### src/design/input_event_to_pointer_key_translator_core_macros.svh
// ----------------------------------------------------------------------------
// Assertion macros for the pointer and key translator
// Clocked property wrappers used by the translator core module.
// ----------------------------------------------------------------------------
`ifndef INPUT_EVENT_TO_POINTER_KEY_TRANSLATOR_CORE_MACROS_SVH
`define INPUT_EVENT_TO_POINTER_KEY_TRANSLATOR_CORE_MACROS_SVH

// Same-cycle implication, disabled during reset.
`define IETP_ASSERT_NOW(lbl, ante, cons, msg) \
    lbl: assert property (@(posedge i_clk) disable iff (!i_rst_n) (ante) |-> (cons)) \
        else $error(msg);

// Next-cycle implication, disabled during reset.
`define IETP_ASSERT_NEXT(lbl, ante, cons, msg) \
    lbl: assert property (@(posedge i_clk) disable iff (!i_rst_n) (ante) |=> (cons)) \
        else $error(msg);

`endif

### src/design/ietp_pkg.sv
// ----------------------------------------------------------------------------
// ietp_pkg
// Widths, codes, result and control types and the scancode table.
// ----------------------------------------------------------------------------
package ietp_pkg;

    localparam int CfgIdxW = 3;
    localparam int CfgW    = 13;
    localparam int PosW    = 12;
    localparam int NumW    = 45;
    localparam int DenW    = 32;

    // Register indexes
    localparam logic [CfgIdxW-1:0] REG_SCR_W   = 3'd0;
    localparam logic [CfgIdxW-1:0] REG_SCR_H   = 3'd1;
    localparam logic [CfgIdxW-1:0] REG_WIN_W   = 3'd2;
    localparam logic [CfgIdxW-1:0] REG_WIN_H   = 3'd3;
    localparam logic [CfgIdxW-1:0] REG_TITLE_H = 3'd4;

    // Raw event types and codes
    localparam logic [15:0] EV_SYNC = 16'd0;
    localparam logic [15:0] EV_KEY  = 16'd1;
    localparam logic [15:0] EV_REL  = 16'd2;
    localparam logic [15:0] EV_ABS  = 16'd3;
    localparam logic [15:0] CODE_X      = 16'd0;
    localparam logic [15:0] CODE_Y      = 16'd1;
    localparam logic [15:0] CODE_WHEEL  = 16'd8;
    localparam logic [15:0] CODE_REPORT = 16'd0;
    localparam logic [15:0] BTN_FIRST   = 16'h110;
    localparam logic [15:0] BTN_LAST    = 16'h112;
    localparam logic [15:0] BTN_RIGHT   = 16'd273;
    localparam logic [15:0] BTN_MIDDLE  = 16'd274;
    localparam logic [15:0] SCAN_DEPTH  = 16'd111;

    // Result kinds
    localparam logic [2:0] K_SCROLL   = 3'd0;
    localparam logic [2:0] K_KEYDOWN  = 3'd1;
    localparam logic [2:0] K_KEYUP    = 3'd2;
    localparam logic [2:0] K_BTNDOWN  = 3'd3;
    localparam logic [2:0] K_BTNUP    = 3'd4;
    localparam logic [2:0] K_MOVE     = 3'd5;
    localparam logic [2:0] K_CLOSE    = 3'd6;
    localparam logic [2:0] K_MAXIMIZE = 3'd7;

    // Button ids and pending edge codes
    localparam logic [1:0] BTN_NONE = 2'd0;
    localparam logic [1:0] BTN_L    = 2'd1;
    localparam logic [1:0] BTN_M    = 2'd2;
    localparam logic [1:0] BTN_R    = 2'd3;
    localparam logic [1:0] EDGE_NONE = 2'd0;
    localparam logic [1:0] EDGE_DOWN = 2'd1;
    localparam logic [1:0] EDGE_UP   = 2'd2;

    // Title bar button offsets from the right edge
    localparam int CLOSE_FAR   = 20;
    localparam int CLOSE_NEAR  = 10;
    localparam int MAX_FAR     = 38;
    localparam int MAX_NEAR    = 28;
    localparam int CLOSE2_FAR  = 56;
    localparam int CLOSE2_NEAR = 46;

    localparam logic [PosW-1:0] RESET_X = 12'd512;
    localparam logic [PosW-1:0] RESET_Y = 12'd384;
    localparam logic [CfgW-1:0] MAX_SCREEN = 13'd4096;

    typedef struct packed {
        logic [2:0]        event_kind;
        logic [7:0]        key_code;
        logic [PosW-1:0]   pos_x;
        logic [PosW-1:0]   pos_y;
        logic [1:0]        button;
        logic signed [31:0] scroll_delta;
    } t_res;

    typedef struct packed {
        logic start;
    } t_div_ctl;

    typedef struct packed {
        logic busy;
        logic done;
    } t_div_sts;

    // Screen register as used for clamping: zero acts as one, large as 4096.
    function automatic logic [CfgW-1:0] eff_screen(input logic [CfgW-1:0] s);
        logic [CfgW-1:0] r;
        begin
            if (s == '0) r = 13'd1;
            else if (s > MAX_SCREEN) r = MAX_SCREEN;
            else r = s;
            return r;
        end
    endfunction

    // Scancode to key code; zero marks an unmapped code.
    function automatic logic [7:0] scan_map(input logic [6:0] c);
        logic [7:0] k;
        begin
            case (c)
                7'd1:   k = 8'd128;
                7'd2:   k = "1";
                7'd3:   k = "2";
                7'd4:   k = "3";
                7'd5:   k = "4";
                7'd6:   k = "5";
                7'd7:   k = "6";
                7'd8:   k = "7";
                7'd9:   k = "8";
                7'd10:  k = "9";
                7'd11:  k = "0";
                7'd14:  k = 8'd132;
                7'd15:  k = 8'd130;
                7'd16:  k = "q";
                7'd17:  k = "w";
                7'd18:  k = "e";
                7'd19:  k = "r";
                7'd20:  k = "t";
                7'd21:  k = "y";
                7'd22:  k = "u";
                7'd23:  k = "i";
                7'd24:  k = "o";
                7'd25:  k = "p";
                7'd28:  k = 8'd129;
                7'd30:  k = "a";
                7'd31:  k = "s";
                7'd32:  k = "d";
                7'd33:  k = "f";
                7'd34:  k = "g";
                7'd35:  k = "h";
                7'd36:  k = "j";
                7'd37:  k = "k";
                7'd38:  k = "l";
                7'd44:  k = "z";
                7'd45:  k = "x";
                7'd46:  k = "c";
                7'd47:  k = "v";
                7'd48:  k = "b";
                7'd49:  k = "n";
                7'd50:  k = "m";
                7'd57:  k = 8'd131;
                7'd103: k = 8'd133;
                7'd105: k = 8'd135;
                7'd106: k = 8'd136;
                7'd108: k = 8'd134;
                default: k = 8'd0;
            endcase
            return k;
        end
    endfunction

endpackage

### src/design/ietp_if.sv
// ----------------------------------------------------------------------------
// ietp interfaces
// Event input, result output and register write channels.
// ----------------------------------------------------------------------------
interface ietp_ev_if;
    logic               valid;
    logic               ready;
    logic [15:0]        ev_type;
    logic [15:0]        ev_code;
    logic signed [31:0] ev_value;
    logic signed [31:0] axis_min;
    logic signed [31:0] axis_max;
    logic               axis_info_ok;

    modport source(output valid, ev_type, ev_code, ev_value, axis_min, axis_max,
                   axis_info_ok, input ready);
    modport sink(input valid, ev_type, ev_code, ev_value, axis_min, axis_max,
                 axis_info_ok, output ready);
endinterface

interface ietp_res_if;
    logic               valid;
    logic               ready;
    logic [2:0]         event_kind;
    logic [7:0]         key_code;
    logic [11:0]        pos_x;
    logic [11:0]        pos_y;
    logic [1:0]         button;
    logic signed [31:0] scroll_delta;

    modport source(output valid, event_kind, key_code, pos_x, pos_y, button,
                   scroll_delta, input ready);
    modport sink(input valid, event_kind, key_code, pos_x, pos_y, button,
                 scroll_delta, output ready);
endinterface

interface ietp_cfg_if;
    logic        valid;
    logic        ready;
    logic [2:0]  index;
    logic [12:0] data;

    modport source(output valid, index, data, input ready);
    modport sink(input valid, index, data, output ready);
endinterface

### src/design/input_event_to_pointer_key_translator_core.sv
// ----------------------------------------------------------------------------
// input_event_to_pointer_key_translator_core
// Raw input event to pointer, button, scroll and key result translator.
// ----------------------------------------------------------------------------
// Usage:
//   i_ev takes one raw event per transaction; o_res gives at most one result
//   per event; i_cfg writes the five size registers (always ready) and must
//   only be used while the block is idle.
//   An accepted event is held in an input register and handled in the next
//   cycle. Wheel, mapped key and sync report events with a pending move or
//   button edge load the result register from the decode state once it is
//   free; relative motion only moves the pointer. Absolute motion steps
//   through accept, decode, multiply, divider start and the shared serial
//   divider at one quotient bit per cycle, then an update of the pointer.
//   i_ev is ready only while no event is in work.
//   The single output register lets a new event be taken while a result
//   waits; if a second result is due while the receiver stalls, the block
//   holds that event until the register is free.
//   Reset restores the screen to 1024x768, removes the window and title bar,
//   puts the pointer at 512,384 and clears all pending marks.
// ----------------------------------------------------------------------------
`include "input_event_to_pointer_key_translator_core_macros.svh"

module input_event_to_pointer_key_translator_core (
    input  logic  i_clk,
    input  logic  i_rst_n,
    ietp_ev_if.sink    i_ev,
    ietp_res_if.source o_res,
    ietp_cfg_if.sink   i_cfg
);
    localparam logic [2:0] S_IDLE = 3'd0;
    localparam logic [2:0] S_EXEC = 3'd1;
    localparam logic [2:0] S_MUL  = 3'd2;
    localparam logic [2:0] S_DIVS = 3'd3;
    localparam logic [2:0] S_DIVW = 3'd4;

    // Configuration registers
    logic [12:0] r_scr_w, r_scr_h, r_win_w, r_win_h, r_title_h;

    // Control and pointer state
    logic [2:0]  r_state, n_state;
    logic [11:0] r_ptr_x, n_ptr_x, r_ptr_y, n_ptr_y;
    logic        r_move, n_move;
    logic [1:0]  r_edge, n_edge, r_pbtn, n_pbtn;
    logic        r_out_valid, n_out_valid;
    ietp_pkg::t_res r_out, n_out;

    // Captured event
    logic [15:0]        r_type, r_code;
    logic signed [31:0] r_val, r_min, r_max;
    logic               r_ok;

    // Absolute scaling datapath
    logic [31:0]            r_span;
    logic [31:0]            r_diff;
    logic [12:0]            r_lim;
    logic                   r_axis_y;
    logic [44:0]            r_prod;
    ietp_pkg::t_div_ctl     div_ctl;
    ietp_pkg::t_div_sts     div_sts;
    logic [44:0]            div_quo;

    logic [12:0]        sw, sh;
    logic signed [32:0] d_diff, d_span, rel_sum;
    logic [11:0]        rel_clamped, quo_clamped;
    logic [12:0]        rel_lim;
    logic [7:0]         key;
    logic               out_free;
    logic [2:0]         win_kind;
    logic [1:0]         win_btn;
    ietp_pkg::t_res     win_res;

    assign sw = ietp_pkg::eff_screen(r_scr_w);
    assign sh = ietp_pkg::eff_screen(r_scr_h);

    assign i_ev.ready  = (r_state == S_IDLE);
    assign i_cfg.ready = 1'b1;
    assign out_free    = !r_out_valid || o_res.ready;

    // Configuration writes
    always_ff @(posedge i_clk) begin
        if (!i_rst_n) begin
            r_scr_w   <= 13'd1024;
            r_scr_h   <= 13'd768;
            r_win_w   <= '0;
            r_win_h   <= '0;
            r_title_h <= '0;
        end else if (i_cfg.valid) begin
            case (i_cfg.index)
                ietp_pkg::REG_SCR_W:   r_scr_w   <= i_cfg.data;
                ietp_pkg::REG_SCR_H:   r_scr_h   <= i_cfg.data;
                ietp_pkg::REG_WIN_W:   r_win_w   <= i_cfg.data;
                ietp_pkg::REG_WIN_H:   r_win_h   <= i_cfg.data;
                ietp_pkg::REG_TITLE_H: r_title_h <= i_cfg.data;
                default: ;
            endcase
        end
    end

    // Input capture
    always_ff @(posedge i_clk) begin
        if (i_ev.valid && i_ev.ready) begin
            r_type <= i_ev.ev_type;
            r_code <= i_ev.ev_code;
            r_val  <= i_ev.ev_value;
            r_min  <= i_ev.axis_min;
            r_max  <= i_ev.axis_max;
            r_ok   <= i_ev.axis_info_ok;
        end
    end

    // Relative motion: add and clamp to the screen
    assign rel_lim = (r_code == ietp_pkg::CODE_X) ? sw : sh;
    assign rel_sum = $signed({21'd0, (r_code == ietp_pkg::CODE_X) ? r_ptr_x : r_ptr_y})
                   + 33'(r_val);
    always_comb begin
        if (rel_sum < 0) rel_clamped = 12'd0;
        else if (rel_sum >= $signed({20'd0, rel_lim})) rel_clamped = 12'(rel_lim - 13'd1);
        else rel_clamped = rel_sum[11:0];
    end

    // Absolute motion operands
    assign d_diff = 33'(r_val) - 33'(r_min);
    assign d_span = 33'(r_max) - 33'(r_min);

    // Quotient clamped to the screen limit
    assign quo_clamped = (div_quo >= {32'd0, r_lim}) ? 12'(r_lim - 13'd1) : div_quo[11:0];

    assign key = (r_code < ietp_pkg::SCAN_DEPTH) ? ietp_pkg::scan_map(r_code[6:0]) : 8'd0;

    // Pointer result for a sync report
    assign win_kind = (r_edge == ietp_pkg::EDGE_DOWN) ? ietp_pkg::K_BTNDOWN
                    : (r_edge == ietp_pkg::EDGE_UP) ? ietp_pkg::K_BTNUP : ietp_pkg::K_MOVE;
    assign win_btn  = (r_edge != ietp_pkg::EDGE_NONE) ? r_pbtn : ietp_pkg::BTN_NONE;

    ietp_win u_win (
        .i_scr_w   (r_scr_w),
        .i_win_w   (r_win_w),
        .i_win_h   (r_win_h),
        .i_title_h (r_title_h),
        .i_scr_h   (r_scr_h),
        .i_x       (r_ptr_x),
        .i_y       (r_ptr_y),
        .i_kind    (win_kind),
        .i_btn     (win_btn),
        .o_res     (win_res)
    );

    ietp_div u_div (
        .i_clk   (i_clk),
        .i_rst_n (i_rst_n),
        .i_ctl   (div_ctl),
        .i_num   (r_prod),
        .i_den   (r_span),
        .o_sts   (div_sts),
        .o_quo   (div_quo)
    );

    assign div_ctl.start = (r_state == S_DIVS);

    // Sequencer
    always_comb begin
        n_state     = r_state;
        n_ptr_x     = r_ptr_x;
        n_ptr_y     = r_ptr_y;
        n_move      = r_move;
        n_edge      = r_edge;
        n_pbtn      = r_pbtn;
        n_out_valid = r_out_valid && !o_res.ready;
        n_out       = r_out;
        case (r_state)
            S_IDLE: begin
                if (i_ev.valid) n_state = S_EXEC;
            end
            S_EXEC: begin
                n_state = S_IDLE;
                case (r_type)
                    ietp_pkg::EV_REL: begin
                        if (r_code == ietp_pkg::CODE_X) begin
                            n_ptr_x = rel_clamped;
                            n_move  = 1'b1;
                        end else if (r_code == ietp_pkg::CODE_Y) begin
                            n_ptr_y = rel_clamped;
                            n_move  = 1'b1;
                        end else if (r_code == ietp_pkg::CODE_WHEEL) begin
                            if (out_free) begin
                                n_out              = '0;
                                n_out.event_kind   = ietp_pkg::K_SCROLL;
                                n_out.scroll_delta = r_val;
                                n_out_valid        = 1'b1;
                            end else begin
                                n_state = S_EXEC;
                            end
                        end
                    end
                    ietp_pkg::EV_ABS: begin
                        if ((r_code == ietp_pkg::CODE_X || r_code == ietp_pkg::CODE_Y)
                            && r_ok && (r_max > r_min)) begin
                            if (d_diff < 0) begin
                                // Negative offset truncates to zero or below: clamp to 0
                                if (r_code == ietp_pkg::CODE_X) n_ptr_x = 12'd0;
                                else n_ptr_y = 12'd0;
                                n_move = 1'b1;
                            end else begin
                                n_state = S_MUL;
                            end
                        end
                    end
                    ietp_pkg::EV_KEY: begin
                        if (r_code >= ietp_pkg::BTN_FIRST && r_code <= ietp_pkg::BTN_LAST) begin
                            n_edge = (r_val != 0) ? ietp_pkg::EDGE_DOWN : ietp_pkg::EDGE_UP;
                            n_pbtn = (r_code == ietp_pkg::BTN_RIGHT) ? ietp_pkg::BTN_R
                                   : (r_code == ietp_pkg::BTN_MIDDLE) ? ietp_pkg::BTN_M
                                   : ietp_pkg::BTN_L;
                        end else if (key != 8'd0) begin
                            if (out_free) begin
                                n_out            = '0;
                                n_out.event_kind = (r_val != 0) ? ietp_pkg::K_KEYDOWN
                                                                : ietp_pkg::K_KEYUP;
                                n_out.key_code   = key;
                                n_out_valid      = 1'b1;
                            end else begin
                                n_state = S_EXEC;
                            end
                        end
                    end
                    ietp_pkg::EV_SYNC: begin
                        if (r_code == ietp_pkg::CODE_REPORT) begin
                            if (r_edge != ietp_pkg::EDGE_NONE || r_move) begin
                                if (out_free) begin
                                    n_out       = win_res;
                                    n_out_valid = 1'b1;
                                    n_edge      = ietp_pkg::EDGE_NONE;
                                    n_pbtn      = ietp_pkg::BTN_NONE;
                                    n_move      = 1'b0;
                                end else begin
                                    n_state = S_EXEC;
                                end
                            end else begin
                                n_edge = ietp_pkg::EDGE_NONE;
                                n_pbtn = ietp_pkg::BTN_NONE;
                                n_move = 1'b0;
                            end
                        end
                    end
                    default: ;
                endcase
            end
            S_MUL:  n_state = S_DIVS;
            S_DIVS: n_state = S_DIVW;
            S_DIVW: begin
                if (div_sts.done) begin
                    if (r_axis_y) n_ptr_y = quo_clamped;
                    else n_ptr_x = quo_clamped;
                    n_move  = 1'b1;
                    n_state = S_IDLE;
                end
            end
            default: n_state = S_IDLE;
        endcase
    end

    // Control registers
    always_ff @(posedge i_clk) begin
        if (!i_rst_n) begin
            r_state     <= S_IDLE;
            r_ptr_x     <= ietp_pkg::RESET_X;
            r_ptr_y     <= ietp_pkg::RESET_Y;
            r_move      <= 1'b0;
            r_edge      <= ietp_pkg::EDGE_NONE;
            r_pbtn      <= ietp_pkg::BTN_NONE;
            r_out_valid <= 1'b0;
        end else begin
            r_state     <= n_state;
            r_ptr_x     <= n_ptr_x;
            r_ptr_y     <= n_ptr_y;
            r_move      <= n_move;
            r_edge      <= n_edge;
            r_pbtn      <= n_pbtn;
            r_out_valid <= n_out_valid;
        end
    end

    // Payload registers: result, scaling operands and product
    always_ff @(posedge i_clk) begin
        r_out <= n_out;
        if (r_state == S_EXEC) begin
            r_diff   <= d_diff[31:0];
            r_span   <= d_span[31:0];
            r_lim    <= rel_lim;
            r_axis_y <= (r_code == ietp_pkg::CODE_Y);
        end
        if (r_state == S_MUL) r_prod <= 45'(r_diff) * 45'(r_lim);
    end

    assign o_res.valid        = r_out_valid;
    assign o_res.event_kind   = r_out.event_kind;
    assign o_res.key_code     = r_out.key_code;
    assign o_res.pos_x        = r_out.pos_x;
    assign o_res.pos_y        = r_out.pos_y;
    assign o_res.button       = r_out.button;
    assign o_res.scroll_delta = r_out.scroll_delta;

    // Checks on the sequencer and the shared divider
    `IETP_ASSERT_NEXT(a_accept_exec, i_ev.valid && i_ev.ready, r_state == S_EXEC,
                      "accepted event did not enter execution")
    `IETP_ASSERT_NOW(a_done_in_wait, div_sts.done, r_state == S_DIVW,
                     "divider finished outside the wait state")
    `IETP_ASSERT_NEXT(a_start_busy, div_ctl.start, div_sts.busy,
                      "divider did not start")
    `IETP_ASSERT_NOW(a_scroll_clean,
                     r_out_valid && r_out.event_kind == ietp_pkg::K_SCROLL,
                     r_out.pos_x == '0 && r_out.button == '0 && r_out.key_code == '0,
                     "scroll result carries pointer fields")
endmodule

### src/design/ietp_div.sv
// ----------------------------------------------------------------------------
// ietp_div
// Serial restoring divider, one quotient bit per cycle.
// ----------------------------------------------------------------------------
module ietp_div (
    input  logic                       i_clk,
    input  logic                       i_rst_n,
    input  ietp_pkg::t_div_ctl         i_ctl,
    input  logic [ietp_pkg::NumW-1:0]  i_num,
    input  logic [ietp_pkg::DenW-1:0]  i_den,
    output ietp_pkg::t_div_sts         o_sts,
    output logic [ietp_pkg::NumW-1:0]  o_quo
);
    localparam logic [5:0] Steps = 6'(ietp_pkg::NumW);

    logic [ietp_pkg::DenW:0]    r_rem;
    logic [ietp_pkg::NumW-1:0]  r_qn;
    logic [5:0]                 r_cnt;
    logic                       r_busy;
    logic                       r_done;
    logic [ietp_pkg::DenW:0]    trial;
    logic                       ge;

    // Shift the next numerator bit into the partial remainder and try a subtract.
    assign trial = {r_rem[ietp_pkg::DenW-1:0], r_qn[ietp_pkg::NumW-1]};
    assign ge    = trial >= {1'b0, i_den};

    always_ff @(posedge i_clk) begin
        if (!i_rst_n) begin
            r_busy <= 1'b0;
            r_done <= 1'b0;
            r_cnt  <= '0;
        end else begin
            r_done <= 1'b0;
            if (i_ctl.start) begin
                r_busy <= 1'b1;
                r_cnt  <= Steps;
            end else if (r_busy) begin
                r_cnt <= r_cnt - 6'd1;
                if (r_cnt == 6'd1) begin
                    r_busy <= 1'b0;
                    r_done <= 1'b1;
                end
            end
        end
    end

    // Datapath: remainder and numerator/quotient shift register.
    always_ff @(posedge i_clk) begin
        if (i_ctl.start) begin
            r_rem <= '0;
            r_qn  <= i_num;
        end else if (r_busy) begin
            r_rem <= ge ? (trial - {1'b0, i_den}) : trial;
            r_qn  <= {r_qn[ietp_pkg::NumW-2:0], ge};
        end
    end

    assign o_sts.busy = r_busy;
    assign o_sts.done = r_done;
    assign o_quo      = r_qn;
endmodule

### src/design/ietp_win.sv
// ----------------------------------------------------------------------------
// ietp_win
// Pointer result builder: title bar hits and window translation.
// ----------------------------------------------------------------------------
module ietp_win (
    input  logic [ietp_pkg::CfgW-1:0] i_scr_w,
    input  logic [ietp_pkg::CfgW-1:0] i_win_w,
    input  logic [ietp_pkg::CfgW-1:0] i_win_h,
    input  logic [ietp_pkg::CfgW-1:0] i_title_h,
    input  logic [ietp_pkg::CfgW-1:0] i_scr_h,
    input  logic [ietp_pkg::PosW-1:0] i_x,
    input  logic [ietp_pkg::PosW-1:0] i_y,
    input  logic [2:0]                i_kind,
    input  logic [1:0]                i_btn,
    output ietp_pkg::t_res            o_res
);
    logic [12:0]        sw, sh;
    logic signed [13:0] dxs, dys;
    logic [11:0]        dx, dy;
    logic signed [14:0] rx, ry, ww, wh, th;
    logic               has_win, in_bar, hit_close, hit_max, hit_close2;
    logic [11:0]        cx, cy;

    assign sw = ietp_pkg::eff_screen(i_scr_w);
    assign sh = ietp_pkg::eff_screen(i_scr_h);

    // Centering offsets, zero when the window exceeds the screen.
    assign dxs = $signed({1'b0, sw}) - $signed({1'b0, i_win_w});
    assign dys = $signed({1'b0, sh}) - $signed({1'b0, i_win_h});
    assign dx  = dxs[13] ? 12'd0 : dxs[12:1];
    assign dy  = dys[13] ? 12'd0 : dys[12:1];

    assign ww = $signed({2'b00, i_win_w});
    assign wh = $signed({2'b00, i_win_h});
    assign th = $signed({2'b00, i_title_h});
    assign rx = $signed({3'b000, i_x}) - $signed({3'b000, dx});
    assign ry = $signed({3'b000, i_y}) - $signed({3'b000, dy});

    assign has_win = (i_win_w != '0) && (i_win_h != '0);

    // Title bar button zones, measured from the window's right edge.
    assign in_bar = (i_kind == ietp_pkg::K_BTNDOWN) && (i_btn == ietp_pkg::BTN_L)
                  && has_win && (i_title_h != '0)
                  && (rx >= 0) && (rx < ww) && (ry >= 0) && (ry < th);
    assign hit_close  = (rx >= ww - 15'(ietp_pkg::CLOSE_FAR))
                     && (rx <= ww - 15'(ietp_pkg::CLOSE_NEAR));
    assign hit_max    = (rx >= ww - 15'(ietp_pkg::MAX_FAR))
                     && (rx <= ww - 15'(ietp_pkg::MAX_NEAR));
    assign hit_close2 = (rx >= ww - 15'(ietp_pkg::CLOSE2_FAR))
                     && (rx <= ww - 15'(ietp_pkg::CLOSE2_NEAR));

    // Clamp the translated point into the window.
    always_comb begin
        if (rx < 0) cx = 12'd0;
        else if (rx >= ww) cx = 12'(i_win_w - 13'd1);
        else cx = rx[11:0];
        if (ry < 0) cy = 12'd0;
        else if (ry >= wh) cy = 12'(i_win_h - 13'd1);
        else cy = ry[11:0];
    end

    always_comb begin
        o_res = '0;
        if (in_bar && (hit_close || hit_close2)) begin
            o_res.event_kind = ietp_pkg::K_CLOSE;
        end else if (in_bar && hit_max) begin
            o_res.event_kind = ietp_pkg::K_MAXIMIZE;
        end else begin
            o_res.event_kind = i_kind;
            o_res.button     = i_btn;
            o_res.pos_x      = has_win ? cx : i_x;
            o_res.pos_y      = has_win ? cy : i_y;
        end
    end
endmodule
### src/flat_wrapper.sv
// flat-port wrapper written by rule: the top's interface ports become plain ports
module input_event_to_pointer_key_translator_core_flat 
  (i_clk, i_rst_n, i_ev_valid, i_ev_ev_type, i_ev_ev_code, i_ev_ev_value, i_ev_axis_min, i_ev_axis_max, i_ev_axis_info_ok, i_ev_ready, o_res_valid, o_res_event_kind, o_res_key_code, o_res_pos_x, o_res_pos_y, o_res_button, o_res_scroll_delta, o_res_ready, i_cfg_valid, i_cfg_index, i_cfg_data, i_cfg_ready);
  ietp_ev_if i_ev_i ();
  ietp_res_if o_res_i ();
  ietp_cfg_if i_cfg_i ();
  input  logic i_clk;
  input  logic i_rst_n;
  input wire logic [$bits(i_ev_i.valid)-1:0] i_ev_valid;
  input wire logic [$bits(i_ev_i.ev_type)-1:0] i_ev_ev_type;
  input wire logic [$bits(i_ev_i.ev_code)-1:0] i_ev_ev_code;
  input wire logic [$bits(i_ev_i.ev_value)-1:0] i_ev_ev_value;
  input wire logic [$bits(i_ev_i.axis_min)-1:0] i_ev_axis_min;
  input wire logic [$bits(i_ev_i.axis_max)-1:0] i_ev_axis_max;
  input wire logic [$bits(i_ev_i.axis_info_ok)-1:0] i_ev_axis_info_ok;
  output wire logic [$bits(i_ev_i.ready)-1:0] i_ev_ready;
  output wire logic [$bits(o_res_i.valid)-1:0] o_res_valid;
  output wire logic [$bits(o_res_i.event_kind)-1:0] o_res_event_kind;
  output wire logic [$bits(o_res_i.key_code)-1:0] o_res_key_code;
  output wire logic [$bits(o_res_i.pos_x)-1:0] o_res_pos_x;
  output wire logic [$bits(o_res_i.pos_y)-1:0] o_res_pos_y;
  output wire logic [$bits(o_res_i.button)-1:0] o_res_button;
  output wire logic [$bits(o_res_i.scroll_delta)-1:0] o_res_scroll_delta;
  input wire logic [$bits(o_res_i.ready)-1:0] o_res_ready;
  input wire logic [$bits(i_cfg_i.valid)-1:0] i_cfg_valid;
  input wire logic [$bits(i_cfg_i.index)-1:0] i_cfg_index;
  input wire logic [$bits(i_cfg_i.data)-1:0] i_cfg_data;
  output wire logic [$bits(i_cfg_i.ready)-1:0] i_cfg_ready;
  assign i_ev_i.valid = i_ev_valid;
  assign i_ev_i.ev_type = i_ev_ev_type;
  assign i_ev_i.ev_code = i_ev_ev_code;
  assign i_ev_i.ev_value = i_ev_ev_value;
  assign i_ev_i.axis_min = i_ev_axis_min;
  assign i_ev_i.axis_max = i_ev_axis_max;
  assign i_ev_i.axis_info_ok = i_ev_axis_info_ok;
  assign i_ev_ready = i_ev_i.ready;
  assign o_res_valid = o_res_i.valid;
  assign o_res_event_kind = o_res_i.event_kind;
  assign o_res_key_code = o_res_i.key_code;
  assign o_res_pos_x = o_res_i.pos_x;
  assign o_res_pos_y = o_res_i.pos_y;
  assign o_res_button = o_res_i.button;
  assign o_res_scroll_delta = o_res_i.scroll_delta;
  assign o_res_i.ready = o_res_ready;
  assign i_cfg_i.valid = i_cfg_valid;
  assign i_cfg_i.index = i_cfg_index;
  assign i_cfg_i.data = i_cfg_data;
  assign i_cfg_ready = i_cfg_i.ready;
  input_event_to_pointer_key_translator_core u_core (.i_clk(i_clk), .i_rst_n(i_rst_n), .i_ev(i_ev_i), .o_res(o_res_i), .i_cfg(i_cfg_i));
endmodule
### config.mk
export PLATFORM = sky130hd
export DESIGN_NAME = input_event_to_pointer_key_translator_core_flat
export DESIGN_NICKNAME = d
export VERILOG_FILES = /design/src/design/ietp_pkg.sv /design/src/design/ietp_if.sv /design/src/design/input_event_to_pointer_key_translator_core.sv /design/src/design/ietp_div.sv /design/src/design/ietp_win.sv /design/src/flat_wrapper.sv
export VERILOG_INCLUDE_DIRS = /design/src /design/src/design
export SDC_FILE = /design/constraint.sdc
export NUM_CORES = 2
export LEC_CHECK = 0
export ABC_AREA = 0
export BUFFER_PORTS_ARGS = -buffer_cell sky130_fd_sc_hd__buf_2
export CAP_MARGIN = 5
export CORE_MARGIN = 4
export CORE_UTILIZATION = 48
export CTS_BUF_LIST = sky130_fd_sc_hd__clkbuf_4 sky130_fd_sc_hd__clkbuf_8
export DETAILED_ROUTE_END_ITERATION = 7
export GPL_TIMING_DRIVEN = 0
export PLACE_DENSITY = 0.64
export SLEW_MARGIN = 20
export SYNTH_ARGS = -nofsm -noshare
export SYNTH_HDL_FRONTEND = slang
export SYNTH_SLANG_ARGS = --single-unit
### constraint.sdc
create_clock -name i_clk -period 23.9 [get_ports i_clk]
set_clock_uncertainty 0.1 [all_clocks]
set_input_delay 1.195 -clock i_clk [delete_from_list [all_inputs] [get_ports i_clk]]
set_output_delay 1.195 -clock i_clk [all_outputs]
set_load 0.005 [all_outputs]
# [Word level (Yosys, flattened, before mapping)]
# Memory sizes are Yosys's and may differ from the RTL's. A register that Yosys moved wholly into a read port is not among the register bits.
# Cells that the tools add are included.
[classes] n_addsub=19 mul=1 magnitude_cmp=25 n_eq_ne=48 mux=108 bitwise=2 reduce_logical=53
[op_table] op="2-to-1 mux 69 bit" n=10
[op_table] op="2-to-1 mux 12 bit" n=25
[op_table] op="case mux 69 bit (3 select lines)" n=1
[op_table] op="case mux 12 bit (2 select lines)" n=4
[op_table] op="2-to-1 mux 45 bit" n=2
[op_table] op="greater-or-equal comparator 13 x 14 -> 1 bit" n=5
[op_table] op="less-than comparator 33 x 1 -> 1 bit (second input constant)" n=2
[op_table] op="2-to-1 mux 13 bit" n=5
[op_table] op="subtractor 32 bit" n=2
[op_table] op="2-to-1 mux 26 bit" n=2
[op_table] op="subtractor 12 x 1 -> 12 bit (second input constant)" n=4
[op_table] op="greater-or-equal comparator 45 x 13 -> 1 bit" n=1
[op_table] op="multiplier 32 x 13 -> 45 bit" n=1
[op_table] op="less-or-equal comparator 13 x 14 -> 1 bit" n=3
[op_table] op="subtractor 13 x 6 -> 14 bit (second input constant)" n=3
[op_table] op="2-to-1 mux 3 bit" n=13
[op_table] op="nonzero test 13 bit" n=3
[op_table] op="adder 13 x 32 -> 33 bit" n=1
[op_table] op="greater-or-equal comparator 33 x 14 -> 1 bit" n=1
[op_table] op="greater-or-equal comparator 33 x 32 -> 1 bit" n=1
[op_table] op="subtractor 32 x 32 -> 33 bit" n=1
[op_table] op="== test 16 x 1 -> 1 bit (second input constant)" n=2
[op_table] op="== test 16 x 2 -> 1 bit (second input constant)" n=2
[op_table] op="== test 16 x 9 -> 1 bit (second input constant)" n=2
[op_table] op="other kinds (55)" n=160
[word_totals] register_bits=504 rom_bits=1024 inputBits=150 out_inout_bits=72 word_cells=292 mem_count=1
[memory_table] memory="(no name shown)" words=128 word_bits=8 read_ports=1 rd_clocked_by_memory_dff=1 wr=0 line="ietp_pkg.sv:99" source="case (c)"

# [Longest topological paths before layout]
[depth] ltp_word=18 ltp_mapped=34 mapped_depth_nobuf=32

# [Modules after synthesis]
# From an unflattened synthesis, not the netlist that was laid out.
[unflattened] hier_cells=5142 area_unflattened_um2=47485.5
[by_module_without_submodules] module="input_event_to_pointer_key_translator_core" n_inst=1 cells_each=3563 area_per_inst_um2=34655.7
[by_module_without_submodules] module="ietp_win" n_inst=1 cells_each=1012 area_per_inst_um2=7405.9
[by_module_without_submodules] module="ietp_div" n_inst=1 cells_each=567 area_per_inst_um2=5424.0

# [Least setup slack after synthesis]
# Ideal clock, no wire load.
[synth_path] path_type="input-to-reg" from="input i_ev_valid" to="register (tool-made name)" setup_time_ns=0.127 t_arrival_ns=7.838 path_slack_ns=15.835 path_stages=10 path_cell_list="and2_1 > clkbuf_1 > mux2i_1 > inv_1 > ha_1 > a21oi_1 > o22ai_1 > a221o_1 > o21ai_0 > o22ai_1"
[synth_lines] item="start: declaration" line="flat_wrapper.sv:9" source="input wire logic [$bits(i_ev_i.valid)-1:0] i_ev_valid;"

# [Worst setup path after layout]
[layout_path] from="register u_core.r_win_w[4]" to="register u_core.r_out (netlist bit u_core.o_res.pos_x[6]) (data pin)"
[layout_between] elab_chain_len=15
[layout_lines] item="start: declaration" line="input_event_to_pointer_key_translator_core.sv:38" source="logic [12:0] r_scr_w, r_scr_h, r_win_w, r_win_h, r_title_h;"
[layout_lines] item="start signal: assignment" line="input_event_to_pointer_key_translator_core.sv:92" source="ietp_pkg::REG_WIN_W: r_win_w <= i_cfg.data;"
[layout_lines] item="branches (longest 10 deep; another with subtractor 13 x 13 -> 14 bit)"
[layout_lines] item="2-to-1 mux 26 bit *" line="ietp_win.sv:64" source="if (in_bar && (hit_close || hit_close2)) begin"
[layout_lines] item="2-to-1 mux 69 bit *" line="input_event_to_pointer_key_translator_core.sv:230" source="if (out_free) begin"
[layout_lines] item="2-to-1 mux 69 bit *" line="input_event_to_pointer_key_translator_core.sv:229" source="if (r_edge != ietp_pkg::EDGE_NONE || r_move) begin"
[layout_lines] item="2-to-1 mux 69 bit *" line="input_event_to_pointer_key_translator_core.sv:228" source="if (r_code == ietp_pkg::CODE_REPORT) begin"
[layout_lines] item="case mux 69 bit (3 select lines) *" line="input_event_to_pointer_key_translator_core.sv:177" source="case (r_type)"
[layout_lines] item="end signal: assignment" line="input_event_to_pointer_key_translator_core.sv:286" source="r_out <= n_out;"
[layout_lines] item="end: declaration" line="input_event_to_pointer_key_translator_core.sv:46" source="ietp_pkg::t_res r_out, n_out;"
# Mark *: on every way between the ends. The select of a mux whose other input is x is not followed.
# A chain may end at the register's enable or synchronous reset.

==> results.sh <==
export IMPL_fmax_ghz=0.116
export IMPL_dp_cells=6520
export IMPL_yosys_warnings=0
export IMPL_die_area_um2=101000
export IMPL_core_um2=95200
export IMPL_crit_path_end_kind="flip-flop"
export IMPL_syn2layout_area_growth_pct=10.9
export IMPL_drt_vias_per_instance=5.79
export IMPL_drt_iter0_markers=3209
export IMPL_htree_levels=3
export IMPL_seqPwrFrac_pct=20.0
export IMPL_fin_tns_setup_ps=0
export IMPL_power_switching_w=0.00272
export IMPL_hold_buffers=0
export IMPL_slew_headroom_pct=27.5
export IMPL_antenna_found_initial=7
export IMPL_tightest_slew_ps=1090
export IMPL_first_pass_iters=6
export IMPL_drv_cap=0
export IMPL_synthesis_nets=5905
export IMPL_fin_nets=6234
export IMPL_min_path_cells=2
export IMPL_drc=0
export IMPL_power_density_nw_per_um2=120
export IMPL_ys_seq_area_share_pct=30.2
export IMPL_rsz0062_at_grt="false"
export IMPL_hold_path_class="flip-flop to flip-flop"
export IMPL_ff2ff_path_depth=27
export IMPL_cp_max_fo=10
export IMPL_io_buffers=219
export IMPL_num_vias=38767
export IMPL_hold_violations=0
export IMPL_slew_viol_final=0
export IMPL_setup_violations=0
export IMPL_pin_count=222
export IMPL_first_global_vias=38316
export IMPL_hpwl_um=115000
export IMPL_avgSynthCellArea_um2=9.19
export IMPL_wire_per_inst_um=21.8
export IMPL_syn_instance_count=5020
export IMPL_ys_async_sr_fraction_pct=0
export IMPL_min_period_over_period_pct=36.1
export IMPL_cts_root_buf="clkbuf_8"
export IMPL_overflow=0
export IMPL_grt_first_pass_wirelength_um=225000
export IMPL_gp_congestion=0.956
export IMPL_synth_ff_type="edfxtp_1"
export IMPL_ant_nets=0
export IMPL_grt_total_usage_pct=28.4
export IMPL_start_kind="flip-flop"
export IMPL_ctsResizeCount=0
export IMPL_ys_types=92
export IMPL_finalNonFillerCells=6698
export IMPL_worst_ep_required_time_ps=24260
export IMPL_p_clk_share_pct=15.2
export IMPL_p_leak_nw=22.1
export IMPL_die_w_um=318
export IMPL_fin_crit_ps=8620
export IMPL_clk_pin_slew_ps=60
export IMPL_cell_internal_pwr_w=0.00341
export IMPL_synth_edf_count=366
export IMPL_ys_ff_latch=512
export IMPL_arrival_ps=8980
export IMPL_status="complete, no violations"
export IMPL_comb_power_share_pct=64.8
export IMPL_die_y_um=318
export IMPL_grt_start_max_net_pins=60
export IMPL_p_sw_share_pct=44.3
export IMPL_row_count=113
export IMPL_ir_drop_uv=224
export IMPL_clk_latency_ps=760
export IMPL_hold_worst_slack_ps=355
export IMPL_post_cts_setup_buffers=0
export IMPL_wirelength_um=146000
export IMPL_cts_sinks=512
export IMPL_path_class="flip-flop to flip-flop"
export IMPL_cts_made_buffers=92
export IMPL_tritoncts="done"
export IMPL_netlist_area_um2=46100
export IMPL_drive_above_1_share_pct=9.40
export IMPL_rrSetupSlack_ps=15280
export IMPL_start_util_pct=48.5
export IMPL_final_core_util_pct=53.7
export IMPL_clock_path_buffers=3
## synthesized netlist by cell type, drive strengths merged (18+ instances only)
master / number / area share (%)
a211oi: 86 / 1.6
a21o: 91 / 1.5
a21oi: 322 / 3.5
a31oi: 30 / 0.41
and2: 164 / 2.2
and3: 20 / 0.27
buf: 31 / 0.35
clkbuf: 180 / 1.5
dfxtp: 146 / 6.3
edfxtp: 366 / 24
fa: 338 / 15
ha: 397 / 11
inv: 505 / 4.1
mux2: 18 / 0.44
mux2i: 48 / 1.0
nand2: 778 / 6.3
nand2b: 39 / 0.53
nand3: 110 / 1.2
nand4: 42 / 0.57
nor2: 251 / 2.0
nor2b: 82 / 1.1
nor3: 83 / 0.90
nor4: 44 / 0.63
o211ai: 23 / 0.40
o21a: 47 / 0.77
o21ai: 176 / 1.9
o21bai: 28 / 0.46
or3: 23 / 0.32
xnor2: 217 / 4.1
xor2: 46 / 0.87
## logic make-up after synthesis
family,after synthesis,share of synthesized area [%]
simple gates,1704,17.3
compound gates,1014,14.6
fa+ha+maj,739,25.5
buf+inv,721,5.97
flops,512,30.2
xor+xnor,263,5.00
mux,66,1.48
other cells,1,0.00813
## final cells by class
cell class | count | area, µm²
flip-flops and latches | 512 | 13900
repair buffers | 235 | 1280
multi-input cells | 3787 | 29500
well taps | 1265 | 1580
fillers | 8751 | 44000
plain buffers | 211 | 842
clock buffers | 131 | 1630
inverters | 510 | 1920
clock inverters | 40 | 428
diodes | 7 | 17.5
## sequential cells by signal (all words and copies together) (netlist names), 16 cells and up, named ones only
register,flops
u_core.o_res.scroll_delta,32
u_core.r_code,16
u_core.r_diff,32
u_core.r_max,32
u_core.r_min,32
u_core.r_prod,45
u_core.r_span,32
u_core.r_type,16
u_core.r_val,32
u_core.u_div.o_quo,45
u_core.u_div.r_rem,32
## cells in the final DEF (no fill, tap or decap), types with 17 or more instances in the layout
cell type    n
dfxtp_1    146
or3_1       22
a21oi_1    321
a211oi_1    66
nand3_1    110
nor4_1      41
a211o_1     17
and3_1      20
o211ai_1    22
clkbuf_4    29
nor3_1      82
clkbuf_8   103
o21a_1      47
o31ai_1     17
a31oi_1     30
o21ai_0    175
mux2i_1     48
a21o_1      91
clkbuf_1   179
ha_1       397
nor2b_1     82
a211oi_2    20
nand2b_1    39
nand2_1    778
mux2_2      18
xnor2_1    213
and2_1     163
fa_1       338
nor2_1     249
buf_2      229
inv_1      500
nand4_1     42
xor2_1      46
edfxtp_1   366
a21boi_0    17
o21bai_1    28
## critical path, stage by stage, from the launching register on
cell	delay, ps
dfxtp_1	370
clkbuf_1	460
inv_1	390
ha_1	420
nand2_1	60
o31ai_1	390
a21boi_0	220
o31a_1	360
o21bai_1	200
a21oi_1	150
or2_2	310
ha_1	340
o21a_1	140
o31a_1	210
o21a_1	210
a21oi_1	140
xnor2_2	630
ha_1	380
a21o_1	160
a21oi_1	150
nor2b_1	60
o21ai_0	160
a211oi_1	160
nor4_1	510
and3_1	230
clkbuf_1	600
clkbuf_1	660
a211oi_2	160
## layer usage
metal	share of wire (%)	GRT usage, %
met3	7.2	4.74
met1	42	37.7
met5	0.0082	0
met2	46	46.2
met4	4.9	12.2
## power groups by stage
stage	registers, W	clock network, W	logic (W)
finish	0.00123	0.000933	0.00397
global route	0.00123	0.000992	0.00447
CTS	0.00123	0.000951	0.00397
detailed placement	0.00124	0	0.00395
global placement	0.00125	0	0.00389
floorplan	0.00122	0	0.00304
## through the flow
| stage | total power, W | setup slack [ps] | instance area [µm²] |
|---|---|---|---|
| 2_1_floorplan | 0.00426 | 15830 | 46100 |
| 3_3_place_gp | 0.00514 | 12790 | 48800 |
| 3_5_place_dp | 0.00519 | 15460 | 49100 |
| 4_1_cts | 0.00615 | 15400 | 51100 |
| 5_1_grt | 0.00669 | 14800 | 51100 |
| 6_report | 0.00613 | 15280 | 51100 |
## worst paths after layout
check                           start                    end
setup reg to reg    u_core.r_win_w[4]  u_core.o_res.pos_x[6]
hold / removal    u_core.r_title_h[7]    u_core.r_title_h[7]
hold reg to reg   u_core.r_title_h[7]    u_core.r_title_h[7]
setup / recovery    u_core.r_win_w[4]  u_core.o_res.pos_x[6]
(Power assumes the default switching activity.)
